===== config.mk =====
export PLATFORM = sky130hd
export DESIGN_NAME = timed_valve_sequencer_top
export DESIGN_NICKNAME = d
export VERILOG_FILES = /design/src/rtl/tvs_pkg.sv /design/src/rtl/timed_valve_sequencer_top.sv
export SDC_FILE = /design/constraint.sdc
export NUM_CORES = 1
export LEC_CHECK = 0
export BUFFER_PORTS_ARGS = -buffer_cell sky130_fd_sc_hd__buf_2
export CAP_MARGIN = 40
export CELL_PAD_IN_SITES_DETAIL_PLACEMENT = 1
export CELL_PAD_IN_SITES_GLOBAL_PLACEMENT = 2
export CORE_ASPECT_RATIO = 1.1
export CORE_MARGIN = 4
export CORE_UTILIZATION = 43
export DETAILED_ROUTE_END_ITERATION = 10
export GPL_ROUTABILITY_DRIVEN = 0
export PLACE_DENSITY_LB_ADDON = 0.1
export SYNTH_ARGS = -nofsm -noshare
export SYNTH_HDL_FRONTEND = slang
export SYNTH_SLANG_ARGS = --single-unit

===== constraint.sdc =====
create_clock -name clk -period 9.4 [get_ports clk]
set_input_delay 1.88 -clock clk [delete_from_list [all_inputs] [get_ports clk]]
set_output_delay 1.88 -clock clk [all_outputs]
set_load 0.005 [all_outputs]

===== src/rtl/tvs_pkg.sv =====
// Shared types, constants and step tables for the timed valve sequencer.
package tvs_pkg;

	localparam int unsigned TIME_BITS  = 32;
	localparam int unsigned VALVE_BITS = 13;
	localparam int unsigned MAX_STEPS  = 8;
	localparam int unsigned STEP_BITS  = 3;

	// Both sequences have four steps, which is below MAX_STEPS.
	localparam logic [STEP_BITS-1:0] SEQ_LEN = STEP_BITS'(4);

	localparam logic [1:0] SEQ_NONE = 2'd0;
	localparam logic [1:0] SEQ_ID_A = 2'd1;
	localparam logic [1:0] SEQ_ID_B = 2'd2;

	typedef enum logic [1:0] {
		MODE_MANUAL = 2'd0,
		MODE_AUTO   = 2'd1,
		MODE_SEQ_A  = 2'd2,
		MODE_SEQ_B  = 2'd3
	} mode_t;

	typedef enum logic [2:0] {
		ST_IDLE,
		ST_DELTA,
		ST_SCAN,
		ST_REMAIN,
		ST_DONE
	} state_t;

	typedef struct packed {
		logic                  auto_req;
		logic                  start_req;
		logic                  select_a;
		logic                  select_b;
		logic [VALVE_BITS-1:0] manual_valves;
		logic [TIME_BITS-1:0]  now_ms;
	} in_t;

	typedef struct packed {
		logic                  drive_valid;
		logic [VALVE_BITS-1:0] valve_drive;
		logic [1:0]            mode_code;
		logic [STEP_BITS-1:0]  step_report;
		logic [1:0]            seq_report;
		logic [TIME_BITS-1:0]  ms_to_next;
	} out_t;

	// Start time of step k; entry SEQ_LEN is the end time of the sequence.
	function automatic logic [TIME_BITS-1:0] seq_start(input logic is_b,
			input logic [STEP_BITS-1:0] k);
		logic [TIME_BITS-1:0] t;
		t = '0;
		if (is_b) begin
			case (k)
				3'd1:    t = TIME_BITS'(3000);
				3'd2:    t = TIME_BITS'(6000);
				3'd3:    t = TIME_BITS'(9000);
				3'd4:    t = TIME_BITS'(12000);
				default: t = '0;
			endcase
		end else begin
			case (k)
				3'd1:    t = TIME_BITS'(3000);
				3'd2:    t = TIME_BITS'(13000);
				3'd3:    t = TIME_BITS'(16000);
				3'd4:    t = TIME_BITS'(18000);
				default: t = '0;
			endcase
		end
		return t;
	endfunction

	function automatic logic [VALVE_BITS-1:0] seq_word(input logic is_b,
			input logic [STEP_BITS-1:0] k);
		logic [VALVE_BITS-1:0] w;
		w = '0;
		if (is_b) begin
			case (k)
				3'd0:    w = VALVE_BITS'(13'h000);
				3'd1:    w = VALVE_BITS'(13'h001);
				3'd2:    w = VALVE_BITS'(13'h008);
				3'd3:    w = VALVE_BITS'(13'h009);
				default: w = '0;
			endcase
		end else begin
			case (k)
				3'd0:    w = VALVE_BITS'(13'h006);
				3'd1:    w = VALVE_BITS'(13'h036);
				3'd2:    w = VALVE_BITS'(13'h1C9);
				3'd3:    w = VALVE_BITS'(13'h0C0);
				default: w = '0;
			endcase
		end
		return w;
	endfunction

endpackage


===== src/rtl/timed_valve_sequencer_top.sv =====
// Timed valve sequencer: mode machine and step scan over one shared subtractor.
//
// Usage: one input transfer on in_valid/in_ready is one control pass (command
// bits, manual valve word, millisecond time). Every pass yields exactly one
// result transfer on out_valid/out_ready: drive flag, valve word, mode, step,
// last sequence and milliseconds to the next step.
// The block works on one pass at a time; in_ready is high only when idle.
// A pass whose updated mode is manual or automatic goes from ST_DELTA straight
// to ST_DONE, which loads its result once the output register is free. A sequence
// pass scans the step table one entry per cycle through the single 32-bit
// subtractor, then, unless the sequence has ended, forms the remaining time with
// the same unit in ST_REMAIN before its result is loaded. With a ready receiver,
// in_ready returns in the cycle after the result is loaded, for the next pass.
// The result sits in an output register, so a new pass may be accepted and
// worked on while the previous result still waits; when the receiver stalls
// and the next result is ready, the block holds it and stops taking input.
// Reset puts the mode in manual, clears the start stamp, step, sequence and
// remaining time, and empties the output register.
module timed_valve_sequencer_top
	import tvs_pkg::*;
(
	input  logic clk,
	input  logic arst_n,
	input  logic in_valid,
	output logic in_ready,
	input  in_t  in_data,
	output logic out_valid,
	input  logic out_ready,
	output out_t out_data
);

	state_t state_q, state_nx;
	mode_t  mode_q, mode_nx;
	logic   enter_seq;

	logic [TIME_BITS-1:0]  stamp_q;
	logic [STEP_BITS-1:0]  step_q;
	logic [1:0]            active_q;
	logic [TIME_BITS-1:0]  remain_q;
	logic [STEP_BITS-1:0]  idx_q;
	logic                  dv_q;
	logic                  out_valid_q;

	in_t                   in_q;
	logic [TIME_BITS-1:0]  delta_q;
	logic [VALVE_BITS-1:0] drive_q;
	out_t                  out_q;

	// Shared subtractor.
	logic [TIME_BITS-1:0] sub_a, sub_b;
	logic [TIME_BITS:0]   sub_full;
	logic                 sub_borrow;
	logic [TIME_BITS-1:0] sub_diff;

	logic                 is_b;
	logic [STEP_BITS-1:0] idx_inc;
	logic                 step_passed;
	logic                 out_free;
	out_t                 result;

	assign is_b     = (mode_q == MODE_SEQ_B);
	assign idx_inc  = idx_q + STEP_BITS'(1);
	assign out_free = !out_valid_q || out_ready;

	assign sub_full    = {1'b0, sub_a} - {1'b0, sub_b};
	assign sub_borrow  = sub_full[TIME_BITS];
	assign sub_diff    = sub_full[TIME_BITS-1:0];
	assign step_passed = !sub_borrow;

	// Mode update from the command bits of the pass held in in_q.
	always_comb begin
		mode_nx   = mode_q;
		enter_seq = 1'b0;
		case (mode_q)
			MODE_MANUAL: begin
				if (in_q.auto_req) mode_nx = MODE_AUTO;
			end
			MODE_AUTO: begin
				if (in_q.start_req && (in_q.select_a != in_q.select_b)) begin
					enter_seq = 1'b1;
					mode_nx   = in_q.select_a ? MODE_SEQ_A : MODE_SEQ_B;
				end
				if (!in_q.auto_req) mode_nx = MODE_MANUAL;
			end
			MODE_SEQ_A: begin
				if (!in_q.select_a || in_q.select_b) mode_nx = MODE_AUTO;
				if (!in_q.auto_req) mode_nx = MODE_MANUAL;
			end
			MODE_SEQ_B: begin
				if (!in_q.select_b || in_q.select_a) mode_nx = MODE_AUTO;
				if (!in_q.auto_req) mode_nx = MODE_MANUAL;
			end
			default: mode_nx = MODE_MANUAL;
		endcase
	end

	// Next state.
	always_comb begin
		state_nx = state_q;
		case (state_q)
			ST_IDLE: begin
				if (in_valid) state_nx = ST_DELTA;
			end
			ST_DELTA: begin
				if (mode_nx == MODE_SEQ_A || mode_nx == MODE_SEQ_B) state_nx = ST_SCAN;
				else state_nx = ST_DONE;
			end
			ST_SCAN: begin
				if (!step_passed) state_nx = ST_REMAIN;
				else if (idx_inc == SEQ_LEN) state_nx = ST_DONE;
			end
			ST_REMAIN: state_nx = ST_DONE;
			ST_DONE: begin
				if (out_free) state_nx = ST_IDLE;
			end
			default: state_nx = ST_IDLE;
		endcase
	end

	// State outputs: handshake and subtractor operands.
	always_comb begin
		in_ready = 1'b0;
		sub_a    = delta_q;
		sub_b    = seq_start(is_b, idx_inc);
		case (state_q)
			ST_IDLE: in_ready = 1'b1;
			ST_DELTA: begin
				// A sequence entered in this pass starts at elapsed time zero.
				sub_a = in_q.now_ms;
				sub_b = enter_seq ? in_q.now_ms : stamp_q;
			end
			ST_SCAN: begin
				sub_a = delta_q;
				sub_b = seq_start(is_b, idx_inc);
			end
			ST_REMAIN: begin
				sub_a = seq_start(is_b, idx_inc);
				sub_b = delta_q;
			end
			ST_DONE: in_ready = 1'b0;
			default: in_ready = 1'b0;
		endcase
	end

	always_comb begin
		result.drive_valid = dv_q;
		result.valve_drive = dv_q ? drive_q : '0;
		result.mode_code   = mode_q;
		result.step_report = (mode_q == MODE_SEQ_A || mode_q == MODE_SEQ_B) ? step_q : '0;
		result.seq_report  = active_q;
		result.ms_to_next  = remain_q;
	end

	always_ff @(posedge clk or negedge arst_n) begin
		if (!arst_n) begin
			state_q     <= ST_IDLE;
			mode_q      <= MODE_MANUAL;
			stamp_q     <= '0;
			step_q      <= '0;
			active_q    <= SEQ_NONE;
			remain_q    <= '0;
			idx_q       <= '0;
			dv_q        <= 1'b0;
			out_valid_q <= 1'b0;
		end else begin
			state_q <= state_nx;
			case (state_q)
				ST_DELTA: begin
					mode_q <= mode_nx;
					idx_q  <= '0;
					if (enter_seq) stamp_q <= in_q.now_ms;
					case (mode_nx)
						MODE_MANUAL: dv_q <= 1'b1;
						MODE_AUTO: begin
							dv_q     <= 1'b0;
							step_q   <= '0;
							active_q <= SEQ_NONE;
							remain_q <= '0;
						end
						MODE_SEQ_A: active_q <= SEQ_ID_A;
						MODE_SEQ_B: active_q <= SEQ_ID_B;
						default: dv_q <= 1'b0;
					endcase
				end
				ST_SCAN: begin
					if (step_passed) begin
						idx_q <= idx_inc;
						// Past the end time: the sequence finishes this pass.
						if (idx_inc == SEQ_LEN) begin
							step_q <= SEQ_LEN;
							mode_q <= MODE_AUTO;
							dv_q   <= 1'b0;
						end
					end else begin
						step_q <= idx_q;
					end
				end
				ST_REMAIN: begin
					remain_q <= sub_diff;
					dv_q     <= 1'b1;
				end
				default: begin
				end
			endcase
			if (state_q == ST_DONE && out_free) out_valid_q <= 1'b1;
			else if (out_ready) out_valid_q <= 1'b0;
		end
	end

	always_ff @(posedge clk) begin
		if (state_q == ST_IDLE && in_valid) in_q <= in_data;
		if (state_q == ST_DELTA) begin
			delta_q <= sub_diff;
			drive_q <= in_q.manual_valves;
		end
		if (state_q == ST_REMAIN) drive_q <= seq_word(is_b, idx_q);
		if (state_q == ST_DONE && out_free) out_q <= result;
	end

	assign out_valid = out_valid_q;
	assign out_data  = out_q;

endmodule


* Word level (Yosys, flattened, before mapping)
Index checks and enable logic that the tools add are counted.
Storage, ports and cells: bits in registers 226, bits of input ports 53, word-level logic and storage cells 123
Operators by class: add/sub/neg operators 2, equal/unequal tests 25, multiplexer cells 46, reductions and logical operators 27
Operator list (number):
- case mux 32 bit (2 select lines) | 3
- 2-to-1 mux 32 bit | 2
- case mux 15 bit (4 select lines) | 1
- case mux 14 bit (4 select lines) | 1
- 2-to-1 mux 13 bit | 3
- case mux 9 bit (4 select lines) | 1
- subtractor 32 x 32 -> 33 bit | 1
- 2-to-1 mux 3 bit | 8
- == test 3 x 2 -> 1 bit, second input constant | 6
- 2-to-1 mux 2 bit | 9
- 2-to-1 mux 15 bit | 1
- case mux 3 bit (5 select lines) | 1
- case mux 3 bit (2 select lines) | 2
- case mux 4 bit (3 select lines) | 1
- == test 3 x 1 -> 1 bit, second input constant | 3
- AND reduction 3 bit | 3
- == test 2 bit, second input constant | 4
- 2-to-1 mux 1 bit | 8
- inequality test 2 bit, second input constant | 4
- case mux 2 bit (4 select lines) | 1
- == test 3 bit, second input constant | 2
- logical NOT 3 bit | 2
- case mux 2 bit (3 select lines) | 1
- AND reduction 2 bit | 3
- other kinds (16) | 29

* Depth between registers and ports, before layout
Gate-level depths: netlist of the first run.
depth after elaboration 9, depth in mapped cells 20

* Worst setup path before layout of the first run
No wires, ideal clock.
kind input to register, from input port out_ready, to register out_q, in the netlist out_data[0] (enable), arrival time 4513 ps, path slack 4406 ps, stages 2, cells stage by stage inv_1 a21oi_1
On the way: longest elaborated chain between the ends 2
RTL lines:
- start, declared | RTL line timed_valve_sequencer_top.sv:28 | input logic out_ready,
- logical OR 1 bit | RTL line timed_valve_sequencer_top.sv:63 | assign out_free = !out_valid_q || out_ready;
- logical AND 1 bit | RTL line timed_valve_sequencer_top.sv:217 | if (state_q == ST_DONE && out_free) out_q <= result;
- end signal, assigned | RTL line timed_valve_sequencer_top.sv:217
- end, declared | RTL line timed_valve_sequencer_top.sv:47 | out_t out_q;
Every way passes these cells. A chain may end at the register's enable or synchronous reset.

* Worst setup path in the final report of the first run
from register in_q[45] (netlist bit), to register idx_q[1]
On the way: longest elaborated chain between the ends 9
RTL lines:
- start, declared | RTL line timed_valve_sequencer_top.sv:44 | in_t in_q;
- start signal, assigned | RTL line timed_valve_sequencer_top.sv:211 | if (state_q == ST_IDLE && in_valid) in_q <= in_data;
- inequality test 1 bit | RTL line timed_valve_sequencer_top.sv:79 | if (in_q.start_req && (in_q.select_a != in_q.select_b)) begin
- logical AND 1 bit | RTL line timed_valve_sequencer_top.sv:79
- 2-to-1 mux 1 bit | RTL line timed_valve_sequencer_top.sv:79
- 2-to-1 mux 1 bit | RTL line timed_valve_sequencer_top.sv:74 | case (mode_q)
- 2-to-1 mux 32 bit
- case mux 32 bit (2 select lines) | RTL line timed_valve_sequencer_top.sv:125 | case (state_q)
- subtractor 32 x 32 -> 33 bit | RTL line timed_valve_sequencer_top.sv:65 | assign sub_full = {1'b0, sub_a} - {1'b0, sub_b};
- inequality test 2 bit (no line)
- AND reduction 2 bit (no line)
- end signal, assigned | RTL line timed_valve_sequencer_top.sv:187 | idx_q <= idx_inc;
- end, declared | RTL line timed_valve_sequencer_top.sv:40 | logic [STEP_BITS-1:0] idx_q;
Every way passes these cells.

==> results of run 1 <==
## where the power goes
group / switching, W / internal [W] / total [W]
clock network: 0.000406 / 0.000541 / 0.000947
registers: 0.000190 / 0.00162 / 0.00181
logic: 0.00182 / 0.00111 / 0.00293
## cells in the mapped netlist (11+ instances only)
library cell / count
edfxtp_1: 147
nand2_1: 130
dfrtp_1: 79
a21oi_1: 61
o21ai_0: 57
nor2_1: 51
mux2i_1: 45
clkbuf_1: 42
ha_1: 40
a22o_1: 34
mux2_2: 31
and2_1: 26
nand3b_1: 21
xnor2_1: 19
a21o_1: 18
inv_1: 14
nand2b_1: 12
o211ai_1: 11
## kinds of logic (layout without fill, tap and decap cells)
kind of cell | Yosys count | in the layout | share of synthesized area, %
flops | 226 | 226 | 58.1
buf+inv | 64 | 180 | 2.20
mux | 78 | 78 | 7.50
xor+xnor | 29 | 29 | 2.31
fa+ha+maj | 41 | 41 | 4.73
compound gates | 229 | 229 | 13.7
simple gates | 273 | 273 | 11.5
## layout make-up
type                            count  area [um2]
Multi-Input combinational cell    650        4420
Fill cell                        2658       12500
Clock inverter                     15         115
Sequential cell                   226        6390
Clock buffer                       30         674
Tap cell                          346         433
Inverter                           16        60.1
Timing Repair Buffer              119         661
## stage by stage
step | utilization, % | setup WS, ns | cell area (um2) | power (W) | hold slack [ns]
after detailed placement | 47.4 | 4.54 | 12000 | 0.00477 | 0.434
final | 50.5 | 4.57 | 12800 | 0.00568 | 0.447
after global placement | 47.2 | 4.62 | 11900 | 0.00471 | 0.432
after global routing | 50.5 | 4.22 | 12800 | 0.00616 | 0.460
after floorplan | - | 4.41 | 11000 | 0.00388 | 0.425
after CTS | 50.5 | 4.52 | 12800 | 0.00576 | 0.449
## registers in the layout, indices dropped and copies added, names as in the netlist, 2 cells and up
register,count
active_q,2
mode_q,2
idx_q,3
step_q,3
remain_q,32
out_data,53
delta_q,32
in_q,49
stamp_q,32
state_q,3
drive_q,13
## worst max-delay path by stage
stage | start | end | slack (ns) | depth (start not counted)
finish | in_q[45]$_DFFE_PP_ | idx_q[1]$_DFFE_PN0P_ | 4.57 | 19
global route | idx_q[2]$_DFFE_PN0P_ | idx_q[1]$_DFFE_PN0P_ | 4.22 | 15
CTS | in_q[45]$_DFFE_PP_ | idx_q[1]$_DFFE_PN0P_ | 4.52 | 19
detailed placement | in_q[45]$_DFFE_PP_ | idx_q[1]$_DFFE_PN0P_ | 4.54 | 19
global placement | in_q[46]$_DFFE_PP_ | idx_q[1]$_DFFE_PN0P_ | 4.62 | 18
floorplan | out_ready | out_data[0]$_DFFE_PP_ | 4.41 | 2
## layer usage
layer / part of all wire (%) / vias to the layer above
met5: 0 / -
met4: 1.0 / 0
met3: 3.7 / 25
met2: 51 / 109
met1: 44 / 3794
li1: - / 3633
==> impl_metrics.tcl, run 1 <==
set metrics [dict create \
    grt_use_met1_pct 26.5 \
    post-synth-top-area-cell "edfxtp_1" \
    path_cells "inv_1 > ha_1 > nor4bb_4 > buf_4 > mux2i_1 > nor2_1 > a21oi_1 > nor2_1 > ha_1 > inv_1 > fa_1 > a21o_1 > a221o_1 > o311ai_4 > o21a_2 > o211ai_2 > a31oi_4 > nor2_2 > mux2_4" \
    stdcell_count 1402 \
    p_leak_nw 5.12 \
    synth_top_area_share_pct 40.1 \
    rr_endpoint "idx_q[1]$_DFFE_PN0P_" \
    dp_cells 1357 \
    period_minus_slack_ns 4.83 \
    hold_buffers 0 \
    synth_edf_count 147 \
    hp-start "active_q[1]$_DFFE_PN0P_" \
    tns_ns 0 \
    grt_start_max_net_pins 70 \
    hold_end "out_data[33]$_DFFE_PP_" \
    htree_levels 1 \
    nets 1132 \
    ys.flop_type "edfxtp_1" \
    path_clk_slew_ns 0.06 \
    fp.dieW_um 161 \
    path_class "flip-flop to flip-flop" \
    grt-ovfl-total 0 \
    yosysWarnings 0 \
    yosys_register_bits 226 \
    cp.required_ns 9.82 \
    worstSetupEndpointType "flip-flop" \
    synth.cell_area_mm2 0.0110 \
    ir_worst_vdd_mv 0.219 \
    ant_nets 0 \
    cts.sinks 226 \
    drv_cap 0 \
    antenna_found_initial 0 \
    start_kind "flip-flop" \
    timing.final.crit_share_pct 51.4 \
    postCtsSetupBuffers 0 \
    postSynth.asyncResetShare_pct 35.0 \
    die_y_um 176 \
    grt_busiest_layer "met2" \
    cp_top_family "compound AO/OA/AOI/OAI gates" \
    max_freq_mhz 207 \
    clock_skew_ns 0.0197 \
    worst_pin_slew_ns 0.857 \
    cpPeakStageDelay_ns 0.43 \
    cts_buffer_depth 3 \
    pin_count 108 \
    via_count 7561 \
    syn-mean-instance-area_um2 11.7 \
    gr-usage-all-layers_pct 20.1 \
    status "finished, final reports clean" \
    arrival_ns 5.25 \
    crit_buf_inv 3 \
    r2r_slack_ns 4.57 \
    port_buffers 107 \
    ys_types 59 \
    finalHoldViolations 0 \
    gr-usage-met2_pct 36.2 \
    grt_pass1_wl_mm 45.7 \
    syn_to_final_growth_pct 15.8 \
    n_antenna_cell 0 \
    final_cell_mix "edfxtp_1 (147), nand2_1 (130), buf_2 (106), dfrtp_1 (78), a21oi_1 (60)" \
    drtIter0Drc 415 \
    num_rows 61 \
    grt_use_met3_pct 2.65 \
    hold_class "flip-flop to flip-flop" \
    r2r.worst_path.cells 19 \
    drc_errors 0 \
    clock_latency_ns 0.54 \
    synth_area_leaders "edfxtp_1 (40%), dfrtp_1 (18%), ha_1 (4.5%)" \
    worstHoldPathCells 0 \
    dieArea_mm2 0.0282 \
    netlist_instances 940 \
    finalWirelength_mm 28.3 \
    ys_seq_area_share_pct 58.1 \
    drv_slew 0 \
    final_common_cell "edfxtp_1" \
    powerDensity_mw_per_mm2 446 \
    rsz0062_at_grt "false" \
    drive_gt1_share_pct 19.6 \
    grt_pass1_vias 8120 \
    dr.pass1.iters 6 \
    rr_startpoint "in_q[45]$_DFFE_PP_" \
    worst_path_max_delay_cell "buf_4" \
    numCtsBuffers 25 \
    wire_per_inst_um 20.2 \
    floorplan.initialDensity_pct 43.6 \
    synth_nets 1034 \
    vias_per_cell 5.39 \
    worstPathMaxFanout 18 \
    setup_violations 0 \
    cts-root-buf "clkbuf_16" \
    cts_tree "yes" \
    cts_resized 0 \
    core_area_mm2 0.0253 \
    relSlewSlack_pct 42.9 \
    hpwlAfterDp_mm 18.9 \
]
(Power assumes the default switching activity.)
==> run 2, diff against run 1 <==
- ABC_AREA: default -> 1
- CORE_UTILIZATION: 43 -> 37
- clock period: 9.4 -> 4.8 ns (I/O delays scaled with it)
==> run 2 against run 1 <==
Effect of this change: cell count rose by 32%; worst hold slack gained 0.0029 ns; fmax rose by 17%; largest power group unchanged; global-route usage is 0.12 points lower; critical path type unchanged; routed wire length increased by 20%; first-iteration DRC count grew 45%; synthesized cell count grew 40%; sequential cell count stayed put; sequential power up 76%; via count increased by 20%; non-clock buffer count up 1; synthesized area rose by 4.9%.
==> impl_metrics.tcl, run 2 <==
set metrics [dict create \
    worstSetupEndpointType "flip-flop" \
    grt-ovfl-total 0 \
    via_count 9081 \
    drc_errors 0 \
    largest_register_ff_count 53 \
    num_rows 67 \
    cts.sinks 226 \
    drv_cap 0 \
    finalWirelength_mm 34.0 \
    pwr-share-comb_pct 51.9 \
    ir_worst_vdd_mv 0.310 \
    path_clk_slew_ns 0.06 \
    p_switching_w 0.00482 \
    path_class "flip-flop to flip-flop" \
    p_leak_nw 6.19 \
    cts_tree "yes" \
    netlist_instances 1313 \
    core_area_mm2 0.0306 \
    floorplan.initialDensity_pct 37.8 \
    seqPwrFrac_pct 30.2 \
    cpPeakStageDelay_ns 0.43 \
    p_int_w 0.00574 \
    vias_per_cell 4.89 \
    path_cells "ha_1 > nor2_1 > nand2_2 > buf_4 > a21oi_1 > o21ai_0 > o21ai_0 > inv_1 > ha_1 > a21oi_1 > nand2_1 > nand2_1 > nand2_1 > nand2_1 > nand2_1 > nand2_1 > nand3b_1 > and2_1" \
    antenna_found_initial 1 \
    synth_nets 1407 \
    die_y_um 193 \
    hold_buffers 0 \
    worst_path_max_delay_cell "buf_4" \
    finalHoldViolations 0 \
    ys.flop_type "edfxtp_1" \
    port_buffers 107 \
    dr.pass1.iters 5 \
    ys_types 42 \
    status "finished, final reports clean" \
    cts_resized 0 \
    rr_endpoint "delta_q[21]$_DFFE_PN_" \
    syn-mean-instance-area_um2 8.80 \
    powerDensity_mw_per_mm2 789 \
    hold_class "input pin to async pin" \
    r2r.worst_path.cells 18 \
    postCtsSetupBuffers 0 \
    hpwlAfterDp_mm 25.0 \
    timing.final.crit_share_pct 85.7 \
    max_freq_mhz 243 \
    n_antenna_cell 0 \
    yosys-top-cells-count "nand2_1 (364), inv_1 (202), edfxtp_1 (147), o21ai_0 (104), a21oi_1 (84)" \
    yosys.cell_count.top_type "nand2_1" \
    numCtsBuffers 26 \
    ant_nets 0 \
    grt_pass1_wl_mm 54.5 \
    nets 1517 \
    cp_top_family "simple AND/OR/NAND/NOR gates" \
    pin_count 108 \
    start_kind "flip-flop" \
    final_cell_mix "nand2_1 (363), inv_1 (202), edfxtp_1 (147), buf_2 (106), o21ai_0 (104)" \
    cts-root-buf "clkbuf_16" \
    clock_skew_ns 0.0178 \
    arrival_ns 4.39 \
    worst_pin_slew_ns 0.706 \
    synth_area_leaders "edfxtp_1 (38%), dfrtp_1 (17%), nand2_1 (12%)" \
    grt_pass1_vias 9643 \
    post-synth-top-area-cell "edfxtp_1" \
    setup_violations 0 \
    rr_startpoint "in_q[46]$_DFFE_PP_" \
    synth.cell_area_mm2 0.0116 \
    drive_gt1_share_pct 12.3 \
    wire_per_inst_um 18.3 \
    worstPathMaxFanout 34 \
    fp.dieW_um 176 \
    yosysWarnings 0 \
    cts_buffer_depth 3 \
    drv_slew 0 \
    r2r_slack_ns 0.69 \
    crit_buf_inv 2 \
    htree_levels 1 \
    syn_to_final_growth_pct 15.8 \
    holdWs_ns 0.449 \
    final_common_cell "nand2_1" \
    yosys_register_bits 226 \
    power_frac_clock_pct 17.9 \
    ys_seq_area_share_pct 55.3 \
    tns_ns 0 \
    gr-usage-all-layers_pct 20.0 \
    grt_start_max_net_pins 88 \
    drtIter0Drc 602 \
    synth_edf_count 147 \
    crit_top_cell "nand2_1" \
    dieArea_mm2 0.0341 \
    sw_frac_of_total_pct 45.7 \
    rsz0062_at_grt "false" \
    synth_top_area_share_pct 38.2 \
    postSynth.asyncResetShare_pct 35.0 \
    period_minus_slack_ns 4.11 \
    relSlewSlack_pct 52.9 \
    cp.required_ns 5.07 \
    clock_latency_ns 0.53 \
]
[run 2: cell count changes after synthesis, sizes merged, moves of 29 or more]
cell   delta
nand2   +235
inv     +194
a22o     -29
mux2     -33
o21ai    +73
nand3    +36
mux2i    -45
[run 2: power groups by stage]
stage / clock, W / combinational, W / sequential [W]
finish: 0.00189 / 0.00548 / 0.00319
global route: 0.00204 / 0.00629 / 0.00325
CTS: 0.00196 / 0.00554 / 0.00320
detailed placement: 0 / 0.00550 / 0.00323
global placement: 0 / 0.00545 / 0.00322
floorplan: 0 / 0.00371 / 0.00316
[run 2: cell families (layout without fill, tap and decap cells)]
group                    after synthesis  in the layout  share of synthesized area [%]
AO/OA/AOI/OAI                        255            255                           11.8
flip-flops                           226            226                           55.3
XOR/XNOR                              15             15                           1.14
buffers and inverters                249            379                           8.42
AND/OR/NAND/NOR                      527            527                           18.8
adder cells (fa/ha/maj)               41             41                           4.51
[run 2: cell type report]
type / count / area [um2]
inverters: 211 / 793
fillers: 3643 / 17200
clock buffers: 34 / 702
clock inverters: 14 / 110
multi-input cells: 838 / 4210
repair buffers: 120 / 661
flip-flops and latches: 226 / 6390
well taps: 414 / 518
[run 2: worst reg2reg max path, cell delays in order, from the launching register on]
cell and delay, ns:
edfxtp_1 0.39, ha_1 0.29, nor2_1 0.13, nand2_2 0.40
buf_4 0.43, a21oi_1 0.16, o21ai_0 0.10, o21ai_0 0.10
inv_1 0.07, ha_1 0.37, a21oi_1 0.27, nand2_1 0.22
nand2_1 0.10, nand2_1 0.12, nand2_1 0.09, nand2_1 0.16
nand2_1 0.15, nand3b_1 0.13, and2_1 0.18
[run 2: routing by layer]
metal	global-route usage (%)	routed length [um]	part of all wire [%]	up-vias
met4	3.41	496	1.5	0
met1	29.4	16600	49	4388
met5	0	0	0	-
li1	-	-	-	4510
met3	2.15	1180	3.5	38
met2	32.7	15700	46	145
[run 2: stage by stage]
| step | cells | setup WS, ns | util, % | instance area (um2) | power (W) |
|---|---|---|---|---|---|
| after global routing | 1857 | 0.261 | 43.7 | 13400 | 0.0116 |
| after floorplan | 1313 | 1.11 | - | 11600 | 0.00687 |
| after global placement | 1808 | 0.736 | 41.0 | 12500 | 0.00867 |
| final | 1857 | 0.685 | 43.7 | 13400 | 0.0106 |
| after CTS | 1857 | 0.644 | 43.7 | 13400 | 0.0107 |
| after detailed placement | 1809 | 0.664 | 41.1 | 12600 | 0.00873 |
[run 2: worst max path at each step]
stage                            endpoint               start  slack [ns]  cells past startpoint
finish              delta_q[21]$_DFFE_PN_  in_q[46]$_DFFE_PP_        0.69                     18
global route        step_q[2]$_DFFE_PN0P_  in_q[45]$_DFFE_PP_        0.26                     22
CTS                 step_q[2]$_DFFE_PN0P_  in_q[45]$_DFFE_PP_        0.64                     22
detailed placement  step_q[2]$_DFFE_PN0P_  in_q[45]$_DFFE_PP_        0.66                     22
global placement    delta_q[21]$_DFFE_PN_  in_q[45]$_DFFE_PP_        0.74                     19
floorplan           out_data[0]$_DFFE_PP_           out_ready        1.11                      2
==> run 3, diff against run 2 <==
- CORE_MARGIN: 4 -> 1.5
- GPL_ROUTABILITY_DRIVEN: 0 -> default
==> run 3 against run 2 <==
Effect of this change: first-iteration DRC count fell by 15%; clock power grew 5%; critical path type unchanged; via count up 1.2%; non-clock buffer count increased by 2; clock skew is 0.0042 ns lower; core utilization grew 0.21 points; worst setup slack improved by 0.12 ns.
==> impl_metrics.tcl, run 3 (synthesis results as in run 2) <==
set metrics [dict create \
    n_antenna_cell 0 \
    hold_buffers 0 \
    postCtsSetupBuffers 0 \
    relSlewSlack_pct 46.6 \
    cp.required_ns 5.27 \
    multi_input_area_mm2 0.00421 \
    tns_ns 0 \
    drive_gt1_share_pct 12.4 \
    numCtsBuffers 26 \
    cpPeakStageDelay_ns 0.63 \
    finalHoldViolations 0 \
    setup_violations 0 \
    nFillCells 3640 \
    routabilityCongestion 0.871 \
    drv_slew 0 \
    finalWirelength_mm 34.2 \
    grt-ovfl-total 0 \
    vias_per_cell 4.95 \
    grt_pass1_wl_mm 54.1 \
    r2r_slack_ns 0.80 \
    start_kind "flip-flop" \
    port_buffers 107 \
    num_rows 67 \
    nets 1519 \
    max_freq_mhz 250 \
    hold_class "input pin to async pin" \
    worstSetupEndpointType "flip-flop" \
    period_minus_slack_ns 4.00 \
    arrival_ns 4.46 \
    postLayoutCellArea_mm2 0.0134 \
    cp_top_family "simple AND/OR/NAND/NOR gates" \
    final_cell_mix "nand2_1 (363), inv_1 (202), edfxtp_1 (147), buf_2 (106), o21ai_0 (104)" \
    worstPathMaxFanout 65 \
    path_cells "nor2_4 > inv_2 > nor2_4 > buf_4 > nand2_1 > o21ai_0 > ha_1 > nand2_1 > nand2_1 > a21oi_1 > nand2_1 > a21oi_1 > nand3_2 > nand3_1 > nand2_1 > nand2_1" \
    gr-usage-all-layers_pct 21.7 \
    postPlaceCellArea_mm2 0.0126 \
    ant_nets 0 \
    drv_cap 0 \
    worst_path_max_delay_cell "buf_4" \
    final_common_cell "nand2_1" \
    crit_top_cell "nand2_1" \
    seq_area_mm2 0.00639 \
    ir_worst_vdd_mv 0.325 \
    path_clk_slew_ns 0.06 \
    path_class "flip-flop to flip-flop" \
    cts-root-buf "clkbuf_16" \
    fp.dieW_um 171 \
    p_leak_nw 6.23 \
    crit_buf_inv 2 \
    floorplan.initialDensity_pct 37.8 \
    cts_resized 0 \
    drtIter0Drc 512 \
    grt_start_max_net_pins 66 \
    dieArea_mm2 0.0323 \
    largest_register_ff_count 53 \
    drc_errors 0 \
    timing.final.crit_share_pct 83.3 \
    dr.pass1.iters 4 \
    p_total_w 0.0107 \
    syn_to_final_growth_pct 16.4 \
    worst_pin_slew_ns 0.801 \
    cts.sinks 226 \
    htree_levels 1 \
    cts_tree "yes" \
    rsz0062_at_grt "false" \
    pin_count 108 \
    grt_pass1_vias 9532 \
    via_count 9193 \
    core_area_mm2 0.0306 \
    antenna_found_initial 0 \
    wire_per_inst_um 18.4 \
    die_y_um 188 \
    clock_latency_ns 0.53 \
    cts_buffer_depth 3 \
    clock_skew_ns 0.0136 \
    status "finished, final reports clean" \
    powerDensity_mw_per_mm2 796 \
    hpwlAfterDp_mm 25.5 \
]
-- run 3: worst reg2reg max path, stage by stage (launching register included) --
cell     delay, ns
dfrtp_1       0.46
nor2_4        0.16
inv_2         0.18
nor2_4        0.14
buf_4         0.63
nand2_1       0.29
o21ai_0       0.15
ha_1          0.33
nand2_1       0.10
nand2_1       0.09
a21oi_1       0.22
nand2_1       0.12
a21oi_1       0.43
nand3_2       0.30
nand3_1       0.18
nand2_1       0.07
nand2_1       0.07
-- run 3: cell type report --
| cell class | instances | area share [%] |
|---|---|---|
| Sequential cell | 226 | 47.5 |
| Multi-Input combinational cell | 838 | 31.3 |
| Clock buffer | 39 | 5.58 |
| Timing Repair Buffer | 122 | 5.08 |
| Tap cell | 414 | 3.85 |
| Clock inverter | 9 | 0.763 |
| Inverter | 211 | 5.90 |
-- run 3: path summary, 6_finish.rpt --
| check | start | endpoint | depth (start not counted) |
|---|---|---|---|
| worst max register to register | state_q[2]$_DFFE_PN0P_ | dv_q$_DFFE_PN0P_ | 16 |
| worst min-delay path | arst_n | active_q[1]$_DFFE_PN0P_ | 1 |
| max in group asynchronous | arst_n | remain_q[24]$_DFFE_PN0P_ | 2 |
| worst min register to register | remain_q[4]$_DFFE_PN0P_ | out_data[4]$_DFFE_PP_ | 0 |
| min in group clk | remain_q[4]$_DFFE_PN0P_ | out_data[4]$_DFFE_PP_ | 0 |
| worst max-delay path | state_q[2]$_DFFE_PN0P_ | dv_q$_DFFE_PN0P_ | 16 |
-- run 3: metal layers --
| layer | vias up | track usage [%] | routed length (um) |
|---|---|---|---|
| li1 | 4509 | - | - |
| met2 | 167 | 35.5 | 15900 |
| met3 | 28 | 2.18 | 1250 |
| met5 | - | 0 | 0 |
| met1 | 4489 | 31.5 | 16600 |
| met4 | 0 | 4.01 | 411 |
-- run 3: metrics by stage --
step                cells  hold WS, ns  utilization (%)  setup slack, ns
detailed placement   1811        0.432             41.1            0.748
global placement     1810        0.430             41.1            0.870
finish               1859        0.395             43.9            0.802
CTS                  1859        0.414             43.9            0.729
floorplan            1313        0.425                -             1.11
global route         1859        0.447             43.9            0.372
-- run 3: power breakdown --
part	switching (W)	leakage, nW	internal, W
registers	0.000242	2.45	0.00295
clock network	0.000796	0.413	0.00119
logic	0.00384	3.37	0.00169
